`src/design/fwbc_pkg.sv`:
```
// ----------------------------------------------------------------------------
// fwbc_pkg: shared types for the FIFO write-back cache
// Command and result codes, the transfer payloads and the control and
// status groups that pass between the controller and the datapath.
// ----------------------------------------------------------------------------
package fwbc_pkg;

  localparam int CAP_W     = 5;
  localparam int CAP_RESET = 16;
  localparam int KEY_W     = 32;
  localparam int VALUE_W   = 64;

  typedef enum logic [1:0] {
    CMD_GET   = 2'd0,
    CMD_SET   = 2'd1,
    CMD_FILL  = 2'd2,
    CMD_FLUSH = 2'd3
  } cmd_t;

  typedef enum logic [1:0] {
    KIND_HIT  = 2'd0,
    KIND_MISS = 2'd1,
    KIND_DONE = 2'd2,
    KIND_WB   = 2'd3
  } kind_t;

  typedef struct packed {
    cmd_t               command;
    logic [KEY_W-1:0]   key;
    logic [VALUE_W-1:0] value;
  } in_item_t;

  typedef struct packed {
    kind_t              kind;
    logic [KEY_W-1:0]   out_key;
    logic [VALUE_W-1:0] out_value;
    logic               last;
  } out_item_t;

  // Commands from the controller to the datapath.
  typedef struct packed {
    logic  load_in;    // capture the accepted request, clear the age counter
    logic  age_inc;    // step to the next entry by age
    logic  rd_en;      // read key and value memories
    logic  rd_oldest;  // read at the oldest slot instead of the age slot
    logic  store_hit;  // write value at the matched slot and mark it dirty
    logic  append;     // write a new entry at the tail
    logic  evict_pop;  // drop the oldest entry
    logic  flush_clr;  // clear the dirty mark of the slot just read
    logic  flush_end;  // empty the cache
    logic  out_load;   // load the result register
    kind_t out_kind;
  } ctrl_t;

  // Status from the datapath to the controller.
  typedef struct packed {
    cmd_t cmd;
    logic at_end;      // age counter has reached the entry count
    logic key_match;   // key just read equals the request key
    logic need_evict;  // cache is at capacity
    logic dirty_sel;   // dirty mark of the slot just read
    logic out_free;    // result register can take a new result
  } stat_t;

endpackage

```
`src/design/fifo_writeback_cache_unit.sv`:
```
// ----------------------------------------------------------------------------
// fifo_writeback_cache_unit: fully associative FIFO write-back cache
// Get, set, fill and flush requests against a ring of entries; dirty
// victims and dirty flushed entries are reported as write-back results.
//
//   channel  signals                        payload
//   in       in_valid / in_ready            in_item  (command, key, value)
//   out      out_valid / out_ready          out_item (kind, out_key, out_value, last)
//   cfg      cfg_valid / cfg_ready          cfg_data (capacity_in_use)
//
// A lookup reads the entries one at a time, oldest first. A get miss ends
// after the walk; a set or fill miss then appends at the tail, first evicting
// the oldest entries while the cache is at capacity. A flush reads every
// entry. A new request is taken once the sequencer is back in idle after the
// final result is loaded. Reset empties the cache and sets the capacity to 16.
// A request is taken while its predecessor's final result still waits;
// a result that cannot be transferred holds the sequencer in place.
// ----------------------------------------------------------------------------
module fifo_writeback_cache_unit #(
  parameter int MAX_ENTRIES = 16,
  parameter int KEY_BITS    = 32,
  parameter int VALUE_BITS  = 64
) (
  input  logic                       clk,
  input  logic                       rst,
  input  logic                       in_valid,
  output logic                       in_ready,
  input  fwbc_pkg::in_item_t         in_item,
  output logic                       out_valid,
  input  logic                       out_ready,
  output fwbc_pkg::out_item_t        out_item,
  input  logic                       cfg_valid,
  output logic                       cfg_ready,
  input  logic [fwbc_pkg::CAP_W-1:0] cfg_data
);

  fwbc_pkg::ctrl_t ctrl;
  fwbc_pkg::stat_t stat;

  assign cfg_ready = 1'b1;

  fwbc_ctrl u_ctrl (
    .clk      (clk),
    .rst      (rst),
    .in_valid (in_valid),
    .in_ready (in_ready),
    .stat     (stat),
    .ctrl     (ctrl)
  );

  fwbc_datapath #(
    .MAX_ENTRIES (MAX_ENTRIES),
    .KEY_BITS    (KEY_BITS),
    .VALUE_BITS  (VALUE_BITS)
  ) u_datapath (
    .clk       (clk),
    .rst       (rst),
    .in_item   (in_item),
    .cfg_valid (cfg_valid),
    .cfg_data  (cfg_data),
    .ctrl      (ctrl),
    .stat      (stat),
    .out_valid (out_valid),
    .out_ready (out_ready),
    .out_item  (out_item)
  );

endmodule

```
`src/design/fwbc_ctrl.sv`:
```
// ----------------------------------------------------------------------------
// fwbc_ctrl: request sequencer
// Walks the entry ring for lookups, evictions and flushes, and decides
// which result is emitted at each step.
// ----------------------------------------------------------------------------
module fwbc_ctrl (
  input  logic            clk,
  input  logic            rst,
  input  logic            in_valid,
  output logic            in_ready,
  input  fwbc_pkg::stat_t stat,
  output fwbc_pkg::ctrl_t ctrl
);

  typedef enum logic [7:0] {
    S_IDLE  = 8'b0000_0001,
    S_LOOK  = 8'b0000_0010,
    S_CMP   = 8'b0000_0100,
    S_EVCHK = 8'b0000_1000,
    S_EVICT = 8'b0001_0000,
    S_FLCHK = 8'b0010_0000,
    S_FLUSH = 8'b0100_0000,
    S_SPARE = 8'b1000_0000
  } state_t;

  state_t state, state_next;

  assign in_ready = (state == S_IDLE);

  always_ff @(posedge clk) begin
    if (rst) begin
      state <= S_IDLE;
    end else begin
      state <= state_next;
    end
  end

  always_comb begin
    state_next    = state;
    ctrl          = '0;
    ctrl.out_kind = fwbc_pkg::KIND_DONE;
    unique case (state)
      S_IDLE: begin
        if (in_valid) begin
          ctrl.load_in = 1'b1;
          state_next   = S_LOOK;
        end
      end
      S_LOOK: begin
        // The flush command shares the entry walk but has its own states.
        if (stat.cmd == fwbc_pkg::CMD_FLUSH) begin
          state_next = S_FLCHK;
        end else if (!stat.at_end) begin
          ctrl.rd_en = 1'b1;
          state_next = S_CMP;
        end else if (stat.cmd != fwbc_pkg::CMD_GET) begin
          state_next = S_EVCHK;
        end else if (stat.out_free) begin
          ctrl.out_load = 1'b1;
          ctrl.out_kind = fwbc_pkg::KIND_MISS;
          state_next    = S_IDLE;
        end
      end
      S_CMP: begin
        if (!stat.key_match) begin
          ctrl.age_inc = 1'b1;
          state_next   = S_LOOK;
        end else if (stat.out_free) begin
          ctrl.out_load  = 1'b1;
          ctrl.store_hit = (stat.cmd == fwbc_pkg::CMD_SET);
          ctrl.out_kind  = (stat.cmd == fwbc_pkg::CMD_GET) ? fwbc_pkg::KIND_HIT
                                                          : fwbc_pkg::KIND_DONE;
          state_next     = S_IDLE;
        end
      end
      S_EVCHK: begin
        if (stat.need_evict) begin
          ctrl.rd_en     = 1'b1;
          ctrl.rd_oldest = 1'b1;
          state_next     = S_EVICT;
        end else if (stat.out_free) begin
          ctrl.append   = 1'b1;
          ctrl.out_load = 1'b1;
          state_next    = S_IDLE;
        end
      end
      S_EVICT: begin
        if (!stat.dirty_sel || stat.out_free) begin
          ctrl.out_load  = stat.dirty_sel;
          ctrl.out_kind  = fwbc_pkg::KIND_WB;
          ctrl.evict_pop = 1'b1;
          state_next     = S_EVCHK;
        end
      end
      S_FLCHK: begin
        if (!stat.at_end) begin
          ctrl.rd_en = 1'b1;
          state_next = S_FLUSH;
        end else if (stat.out_free) begin
          ctrl.flush_end = 1'b1;
          ctrl.out_load  = 1'b1;
          state_next     = S_IDLE;
        end
      end
      S_FLUSH: begin
        if (!stat.dirty_sel || stat.out_free) begin
          ctrl.out_load  = stat.dirty_sel;
          ctrl.out_kind  = fwbc_pkg::KIND_WB;
          ctrl.flush_clr = 1'b1;
          ctrl.age_inc   = 1'b1;
          state_next     = S_FLCHK;
        end
      end
      default: begin
        state_next = S_IDLE;
      end
    endcase
  end

endmodule

```
`src/design/fwbc_datapath.sv`:
```
// ----------------------------------------------------------------------------
// fwbc_datapath: entry storage and result register
// Key and value memories used as a ring, dirty marks, occupancy, the
// capacity register and the registered result.
// ----------------------------------------------------------------------------
module fwbc_datapath #(
  parameter int MAX_ENTRIES = 16,
  parameter int KEY_BITS    = 32,
  parameter int VALUE_BITS  = 64
) (
  input  logic                           clk,
  input  logic                           rst,
  input  fwbc_pkg::in_item_t             in_item,
  input  logic                           cfg_valid,
  input  logic [fwbc_pkg::CAP_W-1:0]     cfg_data,
  input  fwbc_pkg::ctrl_t                ctrl,
  output fwbc_pkg::stat_t                stat,
  output logic                           out_valid,
  input  logic                           out_ready,
  output fwbc_pkg::out_item_t            out_item
);

  localparam int KW     = (KEY_BITS < fwbc_pkg::KEY_W) ? KEY_BITS : fwbc_pkg::KEY_W;
  localparam int VW     = VALUE_BITS;
  localparam int SLOT_W = (MAX_ENTRIES > 1) ? $clog2(MAX_ENTRIES) : 1;
  localparam int CNT_W  = $clog2(MAX_ENTRIES + 1);
  localparam int SUM_W  = CNT_W + 1;

  logic [KW-1:0]              key_mem [MAX_ENTRIES];
  logic [VW-1:0]              val_mem [MAX_ENTRIES];
  logic [MAX_ENTRIES-1:0]     dirty;
  logic [SLOT_W-1:0]          oldest;
  logic [CNT_W-1:0]           count;
  logic [CNT_W-1:0]           age;
  logic [fwbc_pkg::CAP_W-1:0] cap;
  logic [CNT_W-1:0]           eff_cap;

  fwbc_pkg::cmd_t             cur_cmd;
  logic [KW-1:0]              cur_key;
  logic [VW-1:0]              cur_value;

  logic [KW-1:0]              rd_key;
  logic [VW-1:0]              rd_value;
  logic [SLOT_W-1:0]          rd_slot;

  logic [SLOT_W-1:0]          age_slot;
  logic [SLOT_W-1:0]          app_slot;
  logic [SLOT_W-1:0]          raddr;
  logic [SLOT_W-1:0]          waddr;
  logic                       out_free;

  // Ring position: base plus offset, wrapped once; offset is at most the depth.
  function automatic logic [SLOT_W-1:0] wrap_add(logic [SLOT_W-1:0] base,
                                                 logic [CNT_W-1:0] off);
    logic [SUM_W-1:0] s;
    s = SUM_W'(base) + SUM_W'(off);
    if (s >= SUM_W'(MAX_ENTRIES)) begin
      s = s - SUM_W'(MAX_ENTRIES);
    end
    return s[SLOT_W-1:0];
  endfunction

  always_comb begin
    if (cap == '0) begin
      eff_cap = CNT_W'(1);
    end else if (int'(cap) > MAX_ENTRIES) begin
      eff_cap = CNT_W'(MAX_ENTRIES);
    end else begin
      eff_cap = CNT_W'(cap);
    end
  end

  assign age_slot = wrap_add(oldest, age);
  assign app_slot = wrap_add(oldest, count);
  assign raddr    = ctrl.rd_oldest ? oldest : age_slot;
  assign waddr    = ctrl.append ? app_slot : rd_slot;
  assign out_free = !out_valid || out_ready;

  always_comb begin
    stat            = '0;
    stat.cmd        = cur_cmd;
    stat.at_end     = (age == count);
    stat.key_match  = (rd_key == cur_key);
    stat.need_evict = (count != '0) && (count >= eff_cap);
    stat.dirty_sel  = dirty[rd_slot];
    stat.out_free   = out_free;
  end

  // Request capture.
  always_ff @(posedge clk) begin
    if (ctrl.load_in) begin
      cur_cmd   <= in_item.command;
      cur_key   <= in_item.key[KW-1:0];
      cur_value <= in_item.value[VW-1:0];
    end
  end

  // Entry memories with registered read.
  always_ff @(posedge clk) begin
    if (ctrl.append) begin
      key_mem[waddr] <= cur_key;
    end
    if (ctrl.append || ctrl.store_hit) begin
      val_mem[waddr] <= cur_value;
    end
    if (ctrl.rd_en) begin
      rd_key   <= key_mem[raddr];
      rd_value <= val_mem[raddr];
      rd_slot  <= raddr;
    end
  end

  always_ff @(posedge clk) begin
    if (rst) begin
      dirty  <= '0;
      oldest <= '0;
      count  <= '0;
      age    <= '0;
      cap    <= fwbc_pkg::CAP_W'(fwbc_pkg::CAP_RESET);
    end else begin
      if (cfg_valid) begin
        cap <= cfg_data;
      end
      if (ctrl.load_in) begin
        age <= '0;
      end else if (ctrl.age_inc) begin
        age <= age + CNT_W'(1);
      end
      if (ctrl.append) begin
        dirty[app_slot] <= (cur_cmd == fwbc_pkg::CMD_SET);
        count           <= count + CNT_W'(1);
      end
      if (ctrl.store_hit) begin
        dirty[rd_slot] <= 1'b1;
      end
      if (ctrl.evict_pop) begin
        dirty[rd_slot] <= 1'b0;
        oldest         <= wrap_add(oldest, CNT_W'(1));
        count          <= count - CNT_W'(1);
      end
      if (ctrl.flush_clr) begin
        dirty[rd_slot] <= 1'b0;
      end
      if (ctrl.flush_end) begin
        oldest <= '0;
        count  <= '0;
      end
    end
  end

  // Result register.
  always_ff @(posedge clk) begin
    if (rst) begin
      out_valid <= 1'b0;
    end else if (ctrl.out_load) begin
      out_valid <= 1'b1;
    end else if (out_ready) begin
      out_valid <= 1'b0;
    end
  end

  always_ff @(posedge clk) begin
    if (ctrl.out_load) begin
      out_item.kind <= ctrl.out_kind;
      out_item.last <= (ctrl.out_kind != fwbc_pkg::KIND_WB);
      unique case (ctrl.out_kind)
        fwbc_pkg::KIND_HIT: begin
          out_item.out_key   <= fwbc_pkg::KEY_W'(cur_key);
          out_item.out_value <= fwbc_pkg::VALUE_W'(rd_value);
        end
        fwbc_pkg::KIND_MISS: begin
          out_item.out_key   <= fwbc_pkg::KEY_W'(cur_key);
          out_item.out_value <= '0;
        end
        fwbc_pkg::KIND_WB: begin
          out_item.out_key   <= fwbc_pkg::KEY_W'(rd_key);
          out_item.out_value <= fwbc_pkg::VALUE_W'(rd_value);
        end
        default: begin
          out_item.out_key   <= '0;
          out_item.out_value <= '0;
        end
      endcase
    end
  end

  a_count_bound: assert property (@(posedge clk) disable iff (rst)
    count <= CNT_W'(MAX_ENTRIES))
    else $error("entry count exceeds the ring depth");

  a_append_room: assert property (@(posedge clk) disable iff (rst)
    ctrl.append |-> (count < eff_cap))
    else $error("append issued with the cache at capacity");

  a_no_overwrite: assert property (@(posedge clk) disable iff (rst)
    ctrl.out_load |-> out_free)
    else $error("result register loaded while a result is still pending");

  a_flush_empty: assert property (@(posedge clk) disable iff (rst)
    ctrl.flush_end |=> (count == '0) && (oldest == '0))
    else $error("cache not empty after flush");

endmodule

```
`config.mk`:
```
export PLATFORM = sky130hd
export DESIGN_NAME = fifo_writeback_cache_unit
export DESIGN_NICKNAME = d
export VERILOG_FILES = /design/src/design/fwbc_pkg.sv /design/src/design/fifo_writeback_cache_unit.sv /design/src/design/fwbc_ctrl.sv /design/src/design/fwbc_datapath.sv
export SDC_FILE = /design/constraint.sdc
export NUM_CORES = 2
export LEC_CHECK = 0
export ABC_AREA = 0
export BUFFER_PORTS_ARGS = -buffer_cell sky130_fd_sc_hd__buf_2
export CORE_UTILIZATION = 50
export DETAILED_ROUTE_END_ITERATION = 12
export MAX_ROUTING_LAYER = met4
export PLACE_DENSITY = 0.77
export SLEW_MARGIN = 20
export SYNTH_ARGS = -nofsm -noshare
export SYNTH_HDL_FRONTEND = slang
export SYNTH_SLANG_ARGS = --single-unit
```
`constraint.sdc`:
```
create_clock -name clk -period 8.3 [get_ports clk]
set_input_delay 1.245 -clock clk [delete_from_list [all_inputs] [get_ports clk]]
set_output_delay 1.245 -clock clk [all_outputs]
set_load 0.01 [all_outputs]
```
# Word level (Yosys, flattened, before mapping)
# Memories as Yosys holds them, arrays and structs flattened. A register that Yosys moved wholly into a read port is not among the register bits.
# Cells that the tools add are included.
# totals
memories,2
inputBits,108
ramBits,1536
output_inout_bits,102
regBits,245
elab_cells,147
# memory_table
name,words,word_bits,read_ports,rd_ports_with_merged_regs,wr,line,rtl
u_datapath.val_mem,16,64,1,1,1,fwbc_datapath.sv:30,logic [VW-1:0] val_mem [MAX_ENTRIES];
u_datapath.key_mem,16,32,1,1,1,fwbc_datapath.sv:29,logic [KW-1:0] key_mem [MAX_ENTRIES];
# op_classes
n_mux,72
magnitude_cmp,9
bitwise_logic,4
reduce_logical,19
addsub,9
n_eq_ne,17
# op_table
operator,count
$pmux W96 S3,1
$mux W16,7
$mux W8,10
$pmux W8 S7,1
$and A16 B16 Y16,2
$eq A32 B32 Y1,1
$mux W1,25
$mux W3,7
$mux W4,5
$mux W5,4
$bwmux W16,1
$not A16 Y16,1
$or A16 B16 Y16,1
$add A4 B5 Y6,2
$ge A6 B5 Y1 const B,2
$sub A4 B1 Y4 const B,3
$add A5 B1 Y5 const B,2
$lt A4 B5 Y1 const B,2
$demux W1 S4,2
$eq A8 B1 Y1 const B,1
$eq A8 B2 Y1 const B,1
$eq A8 B3 Y1 const B,1
$eq A8 B4 Y1 const B,1
$eq A8 B5 Y1 const B,1
28 further kinds,46

# Depth between registers and ports, before layout
# logic_depth
word_depth,18
mapped_depth,16
depth_no_buf,12

# Cells and area by module
# A second synthesis with hierarchy kept.
# unflattened
hier_cells,3743
area_unflattened_um2,71650.0
# by_module_without_submodules
module,seq_area_each_um2,cells_per_inst,area_each_um2,instances
fwbc_datapath,55763.5,3648,70896.7,1
fwbc_ctrl,160.2,93,742.0,1
fifo_writeback_cache_unit,0.0,2,11.3,1

# Least setup slack after synthesis
# Ideal clock, no wire load.
# synth_path
path_kind,flip-flop to flip-flop
startpoint,register u_ctrl.state[1]
endpoint,"register u_datapath.rd_key[0] (read register of u_datapath.key_mem), enable pin"
path_slack_ns,1.508
t_required_ns,7.706
arrival_ns,6.199
stages_incl_launch_ff,6
n_path_buf,0
setup_ns,0.594
period_less_slack_ns,6.792
cell_sequence,dfxtp_1 > nor4_1 > nand2_1 > nor3_1 > a21oi_1 > o22ai_1
# synth_lines
element,line,rtl
start: declaration,fwbc_ctrl.sv:26,"state_t state, state_next;"
start signal: assignment,fwbc_ctrl.sv:34,state <= state_next;
end: declaration,fwbc_datapath.sv:42,logic [KW-1:0] rd_key;

# Worst setup path after layout
# layout_path
startpoint,register u_datapath.cur_key[19]
endpoint,"memory u_datapath.val_mem[8][42] (netlist name), enable pin"
# layout_via
elab_chain_cells,6
# layout_rtl
element,line,rtl
start: declaration,fwbc_datapath.sv:39,logic [KW-1:0] cur_key;
start signal: assignment,fwbc_datapath.sv:93,cur_key <= in_item.key[KW-1:0];
$eq A32 B32 Y1,fwbc_datapath.sv:83,stat.key_match = (rd_key == cur_key);
$mux W1,fwbc_ctrl.sv:65,if (!stat.key_match) begin
$mux W1,fwbc_ctrl.sv:42,unique case (state)
$logic_or A1 B1 Y1,fwbc_datapath.sv:103,if (ctrl.append || ctrl.store_hit) begin
$mux W1,fwbc_datapath.sv:103,
$mux W1 (not written as such),fwbc_datapath.sv:104,val_mem[waddr] <= cur_value;
end: declaration,fwbc_datapath.sv:30,
# Every way passes these cells.

==> out/results.tsv <==
metric	value	unit
grt_pass1_wl	267000	um
path_buf_inv	1	
drv_slew	0	
clock_skew	0.0424	ns
fmax	0.174	GHz
post-synth-top-area-cell	edfxtp_1	
synth_top_area_frac	0.770	
core-area	0.142	mm2
clkTransAtPathRegs	0.06	ns
synth_ff_type	edfxtp_1	
grt_usage	0.253	
synth.distinct_cells	61	
cts_made_buffers	174	
crit_path_frequent_cell	nor4_1	
worstPathArrival	6.20	ns
io_buffers	208	
setup_viol	0	
first_pass_iters	7	
min_to	u_datapath.cap[0]$_SDFFE_PP0P_	
dpl_cell_area	0.0746	mm2
drive_above_1_share	0.117	
worstRegToRegCells	8	
ctsResizeCount	0	
slowest_stage	nor2_4	
yosysWarnings	0	
yosysSeqAreaShare	0.783	
post-route-period-util	0.694	
grt_pass1_vias	42124	
synthCells	4710	
syn_nets	4837	
cp_top_family	simple AND/OR/NAND/NOR gates	
ant_nets	0	
setup_ws	2.54	ns
totalWireLength	182000	um
rows	138	
start_util	0.504	
rrSetupSlack	2.54	ns
drv_cap	0	
ir_worst_vdd	0.173	mV
drtIter0Drc	5872	
cts_tree	yes	
htreeDepth	4	
r2r_start	u_datapath.cur_key[19]$_DFFE_PP_	
globalplace.congestion	0.833	
die_y	380	um
status	complete, no violations	
dieArea	0.144	mm2
gr-total-overflow	0	
num_vias	43519	
power_density	227	mW/mm2
crit_required	8.74	ns
hold_start	u_datapath.cap[0]$_SDFFE_PP0P_	
place_ws	2.78	ns
netlist_area	0.0715	mm2
worstPathMaxFanout	37	
synth.most_common_cell	edfxtp_1	
antenna_found_initial	16	
hold_depth	2	
drcViolationCount	0	
die_w	380	um
slowest_delay	0.92	ns
cp_cell_sequence	xnor2_1 > nand4_1 > nor4_1 > nand4b_1 > nor4_1 > nor2_1 > nor2_4 > buf_4	
hold_class	flip-flop to flip-flop	
async_reset_ff_frac	0	
insertion_delay	0.82	ns
io_pins	210	
cts_hold_buf	0	
crit_type	flip-flop to flip-flop	
clk_path_buf_depth	3	
num-fill-cells	10461	
grt_max_degree	234	
synth_edf_count	1833	
areaGrowthSynthToFinish	12.0	%
ys_top_cells_by_area	edfxtp_1 (77%), a21oi_1 (5.5%), a221oi_1 (4.9%), nand2_1 (4.2%), dfxtp_1 (1.2%)	
rsz0062_at_grt	false	
dp_hpwl	95300	um
max_slew_margin	0.213	
hold_viol	0	
end_kind	flip-flop	
synth_commonest_cells	edfxtp_1 (1833), nand2_1 (803), a21oi_1 (785), a221oi_1 (400), clkbuf_1 (232)	
avgSynthCellArea	15.2	um2
timing.rr.end	u_datapath.val_mem[8][42]$_DFFE_PP_	
p_leak	24.5	nW
cts-root-buf	clkbuf_16	
tightest_slew	1.18	ns
stdcell_area	0.0800	mm2
finalSetupTns	0	ns
layout.nets	4977	
post_cts_buffers	0	
crit_start	u_datapath.cur_key[19]$_DFFE_PP_	
synth-seq-cells	1877	
critPathLaunchType	flip-flop	
viasPerCell	6.32	
cts_sinks	1877	
period_needed	5.76	ns
routedWlPerCell	26.4	um
[cell families after synthesis]
| group | synth area share |
|---|---|
| flip-flops | 0.783 |
| AO/OA/AOI/OAI | 0.113 |
| AND/OR/NAND/NOR | 0.0694 |
| buffers and inverters | 0.0195 |
| XOR/XNOR | 0.00662 |
| multiplexers | 0.00488 |
| adder cells (fa/ha/maj) | 0.00364 |
| other | 0.000105 |
[layout by cell type, fill, tap and decap left out, types with 15 or more instances in the layout]
cell type,n
edfxtp_1,1833
nor3_1,15
mux2i_1,19
ha_1,16
clkinv_1,40
a21oi_1,783
nor2_1,41
dfxtp_1,44
a22o_1,32
clkbuf_16,177
a221oi_1,400
buf_4,74
inv_1,15
nand2_1,803
nor2b_1,72
xnor2_1,42
nor2_4,27
clkinv_2,28
buf_2,208
or4_1,98
clkbuf_1,42
[how the worst max path moves through the flow]
| stage | endpoint | depth (start not counted) |
|---|---|---|
| after floorplan | u_datapath.rd_key[0]$_DFFE_PP_ | 5 |
| after global placement | u_datapath.val_mem[0][10]$_DFFE_PP_ | 8 |
| after detailed placement | u_datapath.val_mem[8][35]$_DFFE_PP_ | 8 |
| after CTS | u_datapath.val_mem[8][52]$_DFFE_PP_ | 8 |
| after global routing | u_datapath.val_mem[8][42]$_DFFE_PP_ | 8 |
| final | u_datapath.val_mem[8][42]$_DFFE_PP_ | 8 |
[through the flow]
step | std cells | hold WS (ns) | total power [mW] | utilization
after floorplan | 4710 | 0.461 | 10.7 | -
after global placement | 6561 | 0.496 | 10.8 | 0.526
after detailed placement | 6563 | 0.494 | 10.8 | 0.526
after CTS | 6879 | 0.509 | 18.2 | 0.564
after global routing | 6884 | 0.549 | 18.6 | 0.564
final | 6887 | 0.498 | 18.2 | 0.564
[power breakdown]
group / total (mW) / switching [mW] / leakage [nW] / internal [mW]
combinational: 0.0881 / 0.0570 / 4.94 / 0.0311
sequential: 10.5 / 0.0992 / 17.0 / 10.4
clock: 7.61 / 3.41 / 2.63 / 4.21
[registers in the layout, indices dropped and copies added (netlist names)]
| register | cells |
|---|---|
| u_datapath.rd_value | 64 |
| u_datapath.cur_value | 64 |
| u_datapath.cap | 5 |
| u_ctrl.state | 8 |
| u_datapath.rd_key | 32 |
| u_datapath.dirty | 16 |
| u_datapath.count | 5 |
| u_datapath.cur_key | 32 |
| u_datapath.oldest | 4 |
| u_datapath.cur_cmd | 2 |
| u_datapath.out_item | 99 |
| u_datapath.age | 5 |
| u_datapath.rd_slot | 4 |
| u_datapath.key_mem | 512 |
| u_datapath.val_mem | 1024 |
| u_datapath.out_valid | 1 |
[routing by layer]
| layer | part of all wire | up-vias | GRT usage |
|---|---|---|---|
| met5 | 0 | - | - |
| met4 | 0.034 | 0 | 0.0960 |
| met2 | 0.49 | 2838 | 0.405 |
| li1 | - | 18616 | - |
| met3 | 0.10 | 384 | 0.0405 |
| met1 | 0.37 | 21681 | 0.327 |
[final cells by class]
| class | count | area, um2 | share of cell area |
|---|---|---|---|
| timing repair buffer | 291 | 1750 | 0.0219 |
| multi-input combinational | 2487 | 14500 | 0.181 |
| tap | 1890 | 2360 | 0.0296 |
| sequential | 1877 | 55900 | 0.699 |
| clock inverter | 94 | 778 | 0.00973 |
| inverter | 19 | 87.6 | 0.00109 |
| clock buffer | 222 | 4630 | 0.0578 |
| antenna | 7 | 17.5 | 0.000219 |
[tightest hold or removal path, cell delays in order, from the launching register on]
cell	delay, ns
dfxtp_1	0.33
mux2i_1	0.06
nor2_1	0.07
Note: power is estimated with default switching activity, not from simulation.
